## src/rtl/assert_macros.svh

```systemverilog
// ---------------------------------------------------------------------------
// Assertion macros included by the row generator top
// ---------------------------------------------------------------------------
`ifndef ASSERT_MACROS_SVH
`define ASSERT_MACROS_SVH

// same-cycle implication
`define ASSERT_IMPLIES(label, clk, rst, ante, cons) \
   label: assert property (@(posedge clk) disable iff (rst) (ante) |-> (cons)) \
      else $error("assertion failed: ante implies cons");

// next-cycle implication
`define ASSERT_NEXT(label, clk, rst, ante, cons) \
   label: assert property (@(posedge clk) disable iff (rst) (ante) |=> (cons)) \
      else $error("assertion failed: ante implies cons next cycle");

`endif

```

## src/rtl/sgr_pkg.sv

```systemverilog
// ---------------------------------------------------------------------------
// sgr_pkg
// Types, font table and helpers for the scaled glyph row generator.
// ---------------------------------------------------------------------------
`default_nettype none

package sgr_pkg;

   localparam int GLYPH_ROWS = 5;
   localparam int GLYPH_COLS = 3;
   localparam int NUM_GLYPHS = 36;

   localparam logic [7:0] CHAR_DOT    = 8'h2E;
   localparam logic [7:0] CHAR_ZERO   = 8'h30;
   localparam logic [7:0] CHAR_NINE   = 8'h39;
   localparam logic [7:0] CHAR_UP_A   = 8'h41;
   localparam logic [7:0] CHAR_UP_Z   = 8'h5A;
   localparam logic [7:0] CHAR_LO_A   = 8'h61;
   localparam logic [7:0] CHAR_LO_Z   = 8'h7A;
   localparam logic [5:0] LETTER_BASE = 6'd10;

   typedef struct packed {
      logic [7:0] char_code;
      logic [9:0] rect_x;
      logic [9:0] rect_y;
      logic [9:0] rect_w;
      logic [9:0] rect_h;
      logic [7:0] attribute;
   } sgr_req_type;

   typedef struct packed {
      logic signed [11:0] row_y;
      logic signed [11:0] col_x;
      logic [8:0]         cell_mask;
      logic [7:0]         cell_attr;
      logic               last_row;
   } sgr_rsp_type;

   typedef enum logic [1:0] {
      ST_IDLE,
      ST_FILL,
      ST_READ,
      ST_DRAIN
   } sgr_state_type;

   // bit 0 of a row is the leftmost column; digits first, then A..Z
   localparam logic [2:0] FONT_ROM [NUM_GLYPHS][GLYPH_ROWS] = '{
      '{3'd7,3'd5,3'd5,3'd5,3'd7}, '{3'd4,3'd4,3'd4,3'd4,3'd4},
      '{3'd7,3'd4,3'd7,3'd1,3'd7}, '{3'd7,3'd4,3'd7,3'd4,3'd7},
      '{3'd5,3'd5,3'd7,3'd4,3'd4}, '{3'd7,3'd1,3'd7,3'd4,3'd7},
      '{3'd7,3'd1,3'd7,3'd5,3'd7}, '{3'd7,3'd4,3'd4,3'd4,3'd4},
      '{3'd7,3'd5,3'd7,3'd5,3'd7}, '{3'd7,3'd5,3'd7,3'd4,3'd7},
      '{3'd2,3'd5,3'd7,3'd5,3'd5}, '{3'd3,3'd5,3'd3,3'd5,3'd3},
      '{3'd7,3'd1,3'd1,3'd1,3'd7}, '{3'd3,3'd5,3'd5,3'd5,3'd3},
      '{3'd7,3'd1,3'd3,3'd1,3'd7}, '{3'd7,3'd1,3'd3,3'd1,3'd1},
      '{3'd7,3'd1,3'd5,3'd5,3'd7}, '{3'd5,3'd5,3'd7,3'd5,3'd5},
      '{3'd7,3'd2,3'd2,3'd2,3'd7}, '{3'd4,3'd4,3'd4,3'd5,3'd7},
      '{3'd5,3'd5,3'd3,3'd5,3'd5}, '{3'd1,3'd1,3'd1,3'd1,3'd7},
      '{3'd7,3'd7,3'd5,3'd5,3'd5}, '{3'd3,3'd5,3'd5,3'd5,3'd5},
      '{3'd7,3'd5,3'd5,3'd5,3'd7}, '{3'd7,3'd5,3'd7,3'd1,3'd1},
      '{3'd7,3'd5,3'd5,3'd7,3'd4}, '{3'd7,3'd5,3'd3,3'd5,3'd5},
      '{3'd7,3'd1,3'd7,3'd4,3'd7}, '{3'd7,3'd2,3'd2,3'd2,3'd2},
      '{3'd5,3'd5,3'd5,3'd5,3'd7}, '{3'd5,3'd5,3'd5,3'd5,3'd2},
      '{3'd5,3'd5,3'd5,3'd7,3'd7}, '{3'd5,3'd5,3'd2,3'd5,3'd5},
      '{3'd5,3'd5,3'd2,3'd2,3'd2}, '{3'd7,3'd4,3'd2,3'd1,3'd7}
   };

   function automatic logic [2:0] font_row(input logic [5:0] idx, input logic [2:0] row);
      return FONT_ROM[idx][row];
   endfunction

   // stretch each font column to sx cells
   function automatic logic [8:0] expand_row(input logic [2:0] b, input logic [1:0] sx);
      logic [8:0] m;
      case (sx)
         2'd3:    m = {{3{b[2]}}, {3{b[1]}}, {3{b[0]}}};
         2'd2:    m = {3'b000, {2{b[2]}}, {2{b[1]}}, {2{b[0]}}};
         default: m = {6'b000000, b};
      endcase
      return m;
   endfunction

   // d / 2 rounded toward zero
   function automatic logic signed [11:0] half_tz(input logic signed [11:0] d);
      logic signed [11:0] t;
      t = d + $signed({11'd0, d[11]});
      return t >>> 1;
   endfunction

endpackage

`default_nettype wire

```

## src/rtl/sgr_ram.sv

```systemverilog
// ---------------------------------------------------------------------------
// sgr_ram
// Generic single-write, single-read RAM with registered read data.
// ---------------------------------------------------------------------------
`default_nettype none

module sgr_ram #(
   parameter int WIDTH = 9,
   parameter int DEPTH = 5
) (
   input  wire logic                     clock,
   input  wire logic                     wr_en,
   input  wire logic [$clog2(DEPTH)-1:0] wr_addr,
   input  wire logic [WIDTH-1:0]         wr_data,
   input  wire logic                     rd_en,
   input  wire logic [$clog2(DEPTH)-1:0] rd_addr,
   output      logic [WIDTH-1:0]         rd_data
);

   logic [WIDTH-1:0] mem_ff [DEPTH];
   logic [WIDTH-1:0] rd_data_ff;

   always_ff @(posedge clock) begin
      if (wr_en) begin
         mem_ff[wr_addr] <= wr_data;
      end
      if (rd_en) begin
         rd_data_ff <= mem_ff[rd_addr];
      end
   end

   assign rd_data = rd_data_ff;

endmodule

`default_nettype wire

```

## src/rtl/scaled_glyph_row_generator_top.sv

```systemverilog
// ---------------------------------------------------------------------------
// scaled_glyph_row_generator_top
// Draws one character as a list of scaled, centered glyph rows.
// ---------------------------------------------------------------------------
// Usage:
//   Present a character on req_item and pulse start while busy is low; the
//   transfer happens at that edge. Rows come back on rsp_item, one per cycle
//   marked by rsp_strobe, top row first, last_row set on the final one.
//   The receiver cannot stall; every strobed row must be taken as it comes.
// Timing:
//   A letter or digit first writes its 5 horizontally stretched font
//   rows into the row buffer RAM (one write port), then reads one row per
//   cycle for 5 or 10 scaled rows (one read port, registered read data).
//   The first row appears once all font rows are written; busy drops
//   after the last row, and a new character can then start.
//   A period returns its single row the cycle after the transfer and the
//   block is ready again at once. Empty rectangles and unknown codes
//   return nothing and leave the block ready.
// Reset:
//   Synchronous reset returns to idle and drops any row still pending.
// ---------------------------------------------------------------------------
`default_nettype none

module scaled_glyph_row_generator_top
   import sgr_pkg::*;
(
   input  wire logic        clock,
   input  wire logic        reset,
   input  wire logic        start,
   output      logic        busy,
   input  wire sgr_req_type req_item,
   output      logic        rsp_strobe,
   output      sgr_rsp_type rsp_item
);

   `include "assert_macros.svh"

   localparam int RAM_AW = $clog2(GLYPH_ROWS);

   sgr_state_type state_ff, state_in;

   logic [5:0]         gidx_ff,  gidx_in;
   logic [1:0]         sx_ff,    sx_in;
   logic               sy2_ff,   sy2_in;
   logic [3:0]         fh_ff,    fh_in;
   logic signed [11:0] ox_ff,    ox_in;
   logic signed [11:0] oy_ff,    oy_in;
   logic [7:0]         attr_ff,  attr_in;
   logic [3:0]         cnt_ff,   cnt_in;
   logic               out_vld_ff,  out_vld_in;
   logic signed [11:0] out_y_ff,    out_y_in;
   logic               out_last_ff, out_last_in;
   logic               out_dot_ff,  out_dot_in;

   logic accept;
   logic is_empty, is_dot, is_known;
   logic [5:0] acc_gidx;
   logic [1:0] acc_sx;
   logic       acc_sy2;
   logic [3:0] acc_fw, acc_fh;
   logic signed [11:0] acc_ox, acc_oy, dot_x, dot_y;
   logic fill_last, read_last;

   logic              ram_we, ram_re;
   logic [RAM_AW-1:0] ram_waddr, ram_raddr;
   logic [8:0]        ram_wdata, ram_rdata;

   // ---------------- decode of the incoming item ----------------
   assign accept   = start && (state_ff == ST_IDLE);
   assign is_empty = (req_item.rect_w == 10'd0) || (req_item.rect_h == 10'd0);
   assign is_dot   = (req_item.char_code == CHAR_DOT);

   always_comb begin
      is_known = 1'b1;
      acc_gidx = 6'd0;
      if (req_item.char_code >= CHAR_ZERO && req_item.char_code <= CHAR_NINE) begin
         acc_gidx = 6'(req_item.char_code - CHAR_ZERO);
      end else if (req_item.char_code >= CHAR_LO_A && req_item.char_code <= CHAR_LO_Z) begin
         acc_gidx = 6'(req_item.char_code - CHAR_LO_A) + LETTER_BASE;
      end else if (req_item.char_code >= CHAR_UP_A && req_item.char_code <= CHAR_UP_Z) begin
         acc_gidx = 6'(req_item.char_code - CHAR_UP_A) + LETTER_BASE;
      end else begin
         is_known = 1'b0;
      end
   end

   // scale factors: w/5 clamped to 1..3, h/6 clamped to 1..2
   always_comb begin
      if (req_item.rect_w >= 10'd15) begin
         acc_sx = 2'd3;
         acc_fw = 4'd9;
      end else if (req_item.rect_w >= 10'd10) begin
         acc_sx = 2'd2;
         acc_fw = 4'd6;
      end else begin
         acc_sx = 2'd1;
         acc_fw = 4'd3;
      end
      acc_sy2 = (req_item.rect_h >= 10'd12);
      acc_fh  = acc_sy2 ? 4'd10 : 4'd5;
   end

   assign acc_ox = $signed({2'b00, req_item.rect_x}) +
                   half_tz($signed({2'b00, req_item.rect_w}) - $signed({8'd0, acc_fw}));
   assign acc_oy = $signed({2'b00, req_item.rect_y}) +
                   half_tz($signed({2'b00, req_item.rect_h}) - $signed({8'd0, acc_fh}));
   assign dot_x  = $signed({2'b00, req_item.rect_x}) +
                   half_tz($signed({2'b00, req_item.rect_w}) - 12'sd2);
   assign dot_y  = $signed({2'b00, req_item.rect_y}) +
                   $signed({2'b00, req_item.rect_h}) - 12'sd2;

   assign fill_last = (cnt_ff == 4'(GLYPH_ROWS - 1));
   assign read_last = (cnt_ff == fh_ff - 4'd1);

   // ---------------- next state ----------------
   always_comb begin
      state_in = state_ff;
      unique case (state_ff)
         ST_IDLE: begin
            if (accept && !is_empty && !is_dot && is_known) begin
               state_in = ST_FILL;
            end
         end
         ST_FILL: begin
            if (fill_last) begin
               state_in = ST_READ;
            end
         end
         ST_READ: begin
            if (read_last) begin
               state_in = ST_DRAIN;
            end
         end
         ST_DRAIN: state_in = ST_IDLE;
         default:  state_in = ST_IDLE;
      endcase
   end

   // ---------------- state outputs ----------------
   always_comb begin
      busy   = 1'b1;
      ram_we = 1'b0;
      ram_re = 1'b0;
      unique case (state_ff)
         ST_IDLE:  busy   = 1'b0;
         ST_FILL:  ram_we = 1'b1;
         ST_READ:  ram_re = 1'b1;
         ST_DRAIN: busy   = 1'b1;
         default:  busy   = 1'b1;
      endcase
   end

   // write phase and read phase never overlap, so no forwarding is needed
   assign ram_waddr = cnt_ff[RAM_AW-1:0];
   assign ram_wdata = expand_row(font_row(gidx_ff, cnt_ff[RAM_AW-1:0]), sx_ff);
   assign ram_raddr = sy2_ff ? cnt_ff[RAM_AW:1] : cnt_ff[RAM_AW-1:0];

   // ---------------- datapath ----------------
   always_comb begin
      gidx_in     = gidx_ff;
      sx_in       = sx_ff;
      sy2_in      = sy2_ff;
      fh_in       = fh_ff;
      ox_in       = ox_ff;
      oy_in       = oy_ff;
      attr_in     = attr_ff;
      cnt_in      = cnt_ff;
      out_vld_in  = 1'b0;
      out_y_in    = out_y_ff;
      out_last_in = out_last_ff;
      out_dot_in  = out_dot_ff;

      if (accept) begin
         gidx_in = acc_gidx;
         sx_in   = acc_sx;
         sy2_in  = acc_sy2;
         fh_in   = acc_fh;
         ox_in   = is_dot ? dot_x : acc_ox;
         oy_in   = acc_oy;
         attr_in = req_item.attribute;
         cnt_in  = 4'd0;
         if (is_dot && !is_empty) begin
            out_vld_in  = 1'b1;
            out_y_in    = dot_y;
            out_last_in = 1'b1;
            out_dot_in  = 1'b1;
         end
      end

      if (state_ff == ST_FILL) begin
         cnt_in = fill_last ? 4'd0 : cnt_ff + 4'd1;
      end

      if (state_ff == ST_READ) begin
         cnt_in      = cnt_ff + 4'd1;
         out_vld_in  = 1'b1;
         out_y_in    = oy_ff + $signed({8'd0, cnt_ff});
         out_last_in = read_last;
         out_dot_in  = 1'b0;
      end
   end

   always_ff @(posedge clock) begin
      if (reset) begin
         state_ff   <= ST_IDLE;
         out_vld_ff <= 1'b0;
         cnt_ff     <= 4'd0;
      end else begin
         state_ff   <= state_in;
         out_vld_ff <= out_vld_in;
         cnt_ff     <= cnt_in;
      end
      gidx_ff     <= gidx_in;
      sx_ff       <= sx_in;
      sy2_ff      <= sy2_in;
      fh_ff       <= fh_in;
      ox_ff       <= ox_in;
      oy_ff       <= oy_in;
      attr_ff     <= attr_in;
      out_y_ff    <= out_y_in;
      out_last_ff <= out_last_in;
      out_dot_ff  <= out_dot_in;
   end

   sgr_ram #(
      .WIDTH (9),
      .DEPTH (GLYPH_ROWS)
   ) u_row_buf (
      .clock   (clock),
      .wr_en   (ram_we),
      .wr_addr (ram_waddr),
      .wr_data (ram_wdata),
      .rd_en   (ram_re),
      .rd_addr (ram_raddr),
      .rd_data (ram_rdata)
   );

   // ---------------- result port ----------------
   assign rsp_strobe         = out_vld_ff;
   assign rsp_item.row_y     = out_y_ff;
   assign rsp_item.col_x     = ox_ff;
   assign rsp_item.cell_mask = out_dot_ff ? 9'd3 : ram_rdata;
   assign rsp_item.cell_attr = attr_ff;
   assign rsp_item.last_row  = out_last_ff;

   // ---------------- assertions ----------------
   // a period leaves the block idle, so a glyph may follow it at once
   `ASSERT_IMPLIES(a_no_rsp_in_fill, clock, reset, state_ff == ST_FILL, !rsp_strobe)
   `ASSERT_NEXT(a_last_then_ready, clock, reset,
                rsp_strobe && rsp_item.last_row && !out_dot_ff, !busy)
   `ASSERT_IMPLIES(a_read_in_range, clock, reset, ram_re,
                   ram_raddr < RAM_AW'(GLYPH_ROWS))
   `ASSERT_NEXT(a_read_gives_row, clock, reset, state_ff == ST_READ,
                rsp_strobe && !rsp_item.last_row == (state_ff == ST_READ))

endmodule

`default_nettype wire

```

## config.mk

```make
export PLATFORM = sky130hd
export DESIGN_NAME = scaled_glyph_row_generator_top
export DESIGN_NICKNAME = d
export VERILOG_FILES = /design/src/rtl/sgr_pkg.sv /design/src/rtl/sgr_ram.sv /design/src/rtl/scaled_glyph_row_generator_top.sv
export VERILOG_INCLUDE_DIRS = /design/src /design/src/rtl
export SDC_FILE = /design/constraint.sdc
export NUM_CORES = 1
export LEC_CHECK = 0
export ABC_AREA = 0
export BUFFER_PORTS_ARGS = -buffer_cell sky130_fd_sc_hd__buf_2
export CORE_ASPECT_RATIO = 2
export CORE_UTILIZATION = 55
export CTS_CLUSTER_SIZE = 10
export DETAILED_ROUTE_END_ITERATION = 6
export PLACE_DENSITY = 0.82
export RECOVER_POWER = 100
export SLEW_MARGIN = 20
export SYNTH_ARGS = -nofsm -noshare
export SYNTH_HDL_FRONTEND = slang
export SYNTH_HIERARCHICAL = 1
export SYNTH_SLANG_ARGS = --single-unit
```

## constraint.sdc

```tcl
create_clock -name clock -period 6 [get_ports clock]
set_input_delay 0.9 -clock clock [delete_from_list [all_inputs] [get_ports clock]]
set_output_delay 0.9 -clock clock [all_outputs]
set_load 0.02 [all_outputs]
```

==> flow_summary.json <==
{
  "cp_max_fo": 5,
  "ctsHoldBuffers": 0,
  "met2_usage_pct": 52.7,
  "grt_use_met1_pct": 25.5,
  "synth_compound_area_share_pct": 16.9,
  "synth_top_area_cell": "edfxtp_1",
  "synth_async_sr_flop_share_pct": 0,
  "grt.total_usage_pct": 27.0,
  "drt-total-wl_um": 21500,
  "cts_max_level": 4,
  "outcome": "complete, but fails checks",
  "clock_sinks": 117,
  "synth_top_family_by_area": "compound AO/OA/AOI/OAI gates",
  "synth_edf_count": 109,
  "grt_pass1_wl_um": 35400,
  "p_per_area_nw_per_um2": 344,
  "fillers": 1267,
  "grt_start_max_net_pins": 44,
  "vias": 7244,
  "area_growth_syn_to_layout_pct": 14.0,
  "yosys-mux-area-fraction_pct": 4.11,
  "path_buf_inv": 4,
  "drive_above_1_share_pct": 15.0,
  "port_buffers": 102,
  "vias_per_cell": 5.98,
  "synth.distinct_cells": 83,
  "period_needed_ns": 5.70,
  "path_delay_family": "simple AND/OR/NAND/NOR gates",
  "rows": 65,
  "tns_ns": 0,
  "drt_iter0_drc": 575,
  "drt_pre_antenna_iters": 5,
  "num_io_pins": 103,
  "grt.busiest_layer": "met2",
  "slew_headroom_pct": -16.6,
  "violations": "capacitance limit, slew limit",
  "yosysWarnings": 6,
  "drv_cap": 2,
  "crit_arrival_ns": 5.84,
  "clockBufferDepth": 2,
  "dp_hpwl_um": 16000,
  "synthAdderAreaFrac_pct": 12.6,
  "instances_no_fill": 1212,
  "synth_xor_area_share_pct": 6.02,
  "min_path_type": "flop to flop",
  "worstSkewPairLatency_ns": 0.42,
  "cts_buffers": 17,
  "fp.dieH_um": 182,
  "avgSynthCellArea_um2": 10.1,
  "synth.net_count": 1027,
  "finalHoldViolCount": 0,
  "gr-total-overflow": 0,
  "critPathCaptureType": "flop",
  "setup_violations": 0,
  "wl_per_cell_um": 17.8,
  "antenna_cells": 0,
  "rsz0062_at_grt": "yes",
  "ys.flop_type": "edfxtp_1",
  "drv_slew": 82,
  "num-nets-final": 1143,
  "slowest_delay_ns": 0.54,
  "synth_top_area_share_pct": 36.9,
  "synthCells": 882,
  "yosysSeqAreaShare_pct": 38.7,
  "fmax_mhz": 175,
  "clkTransAtPathRegs_ns": 0.05,
  "ys_ff_latch": 117,
  "cts_tree": "yes",
  "synth_common_cells": "edfxtp_1, inv_1, ha_1, nor2_1, nand2_1",
  "initial_utilization_pct": 56.3,
  "fin_crit_sh_pct": 95.1,
  "cpMostUsedCell": "ha_1",
  "ant_nets": 0,
  "yosys.area_share.simple_pct": 16.1,
  "critPathLaunchType": "input port",
  "grtUsageMet3_pct": 5.15,
  "die_w_um": 91.8,
  "synth.most_common_cell": "edfxtp_1",
  "cpMaxStageDelayCell": "or4_1",
  "dieArea_um2": 16700,
  "p_leak_nw": 4.06,
  "ir_drop_mv": 0.198,
  "drc_errors": 0,
  "cts_root_buf": "clkbuf_16",
  "placed_cells": 1180,
  "gp_congestion": 0.917,
  "core_region_area_um2": 15800,
  "power.total_w": 0.00348,
  "synthTopCellsByArea": "edfxtp_1, ha_1, xnor2_1, inv_1, o21ai_0",
  "critical_path_required_ns": 6.14,
  "syn-cell-area_um2": 8880,
  "antenna_found_initial": 0,
  "grt_pass1_vias": 7438,
  "clock_skew_ns": 0.00680,
  "tightestPinTransition_ns": 1.75,
  "worstSetupPathType": "input port to flop"
}
[worst paths after layout]
| check | from | endpoint | slack [ns] | cells after the start |
|---|---|---|---|---|
| setup reg to reg | gidx_ff[2]$_DFFE_PP_ | u_row_buf/mem_ff[2][4]$_DFFE_PP_ | 2.39 | 7 |
| hold / removal | state_ff[1]$_SDFFE_PP0P_ | state_ff[1]$_SDFFE_PP0P_ | 0.52 | 2 |
| hold reg to reg | state_ff[1]$_SDFFE_PP0P_ | state_ff[1]$_SDFFE_PP0P_ | 0.52 | 2 |
| setup / recovery | req_item[25] | ox_ff[11]$_DFFE_PP_ | 0.30 | 25 |
[registers in the layout (all words and copies together) (netlist names)]
name and count:
gidx_ff 6, attr_ff 8, oy_ff 12, ox_ff 12
u_row_buf/mem_ff 45, cnt_ff 4, fh_ff 2, state_ff 2
out_y_ff 12, out_last_ff 1, sx_ff 2, rsp_strobe 1
u_row_buf/rd_data 9, out_dot_ff 1
[area by class of cell]
cell class	count	area (µm²)	share of cell area (%)
clock buffers	17	425	4.20
clock inverters	15	130	1.29
inverters	86	323	3.19
multi-input cells	645	4920	48.6
flip-flops and latches	117	3430	33.9
well taps	201	251	2.49
repair buffers	131	636	6.28
[cells by family (layout without fill, tap and decap cells)]
| logic type | Yosys count | in the layout |
|---|---|---|
| AOI/OAI and AO/OA | 203 | 203 |
| xor gates and xnor gates | 61 | 61 |
| adders and majority gates | 86 | 86 |
| buffers and inverters | 120 | 249 |
| DFF | 117 | 117 |
| muxes | 33 | 33 |
| and+or+nand+nor | 262 | 262 |
[report_power, final]
group	total (W)	internal (W)	switching, W
Sequential	0.00131	0.00118	0.000125
Clock	0.000957	0.000570	0.000387
Combinational	0.00122	0.000451	0.000765
Total	0.00348	0.00220	0.00128
[worst reg2reg max path, delay by kind of cell (launching register included)]
family          cells  cell delay (ns)
compound gates      4             1.13
simple gates        1             0.14
flops               1             0.88
buf+inv             1             0.52
mux                 1             0.56
[metrics by stage]
step                instance area [µm²]  setup WS [ns]  util (%)  hold WS [ns]
finish                            10100          0.295      64.1         0.518
floorplan                          8880          0.114         -         0.468
detailed placement                 9690         -0.162      61.4         0.520
CTS                               10200          0.235      65.0         0.527
global route                      10100       -0.00676      64.1         0.533
global placement                   9690        -0.0408      61.4         0.478
[metal layers]
layer | vias to the layer above | share of wire, %
met2 | 256 | 56
met5 | - | 0
li1 | 3451 | -
met1 | 3461 | 34
met4 | 0 | 5.1
met3 | 76 | 4.2
[cells in the final DEF (no fill, tap or decap), types with 18 or more instances in the layout]
master / synthesis / layout
a21oi_1: 32 / 31
nor2b_1: 29 / 29
buf_2: 3 / 55
inv_1: 85 / 85
buf_4: 1 / 20
nor3_1: 19 / 19
edfxtp_1: 109 / 109
clkbuf_1: 24 / 56
nand2_1: 55 / 55
xnor2_1: 43 / 43
nor2_1: 59 / 59
o21ai_0: 47 / 45
mux2i_1: 23 / 23
ha_1: 80 / 80
xor2_1: 18 / 18
[repair_timing]
| action | CTS | global route |
|---|---|---|
| endpoints found under the setup margin | 0 | 4 |
| buffers inserted | 0 | 0 |
| resized for setup | 0 | 5 |
Power figures use the tool's default switching activity.
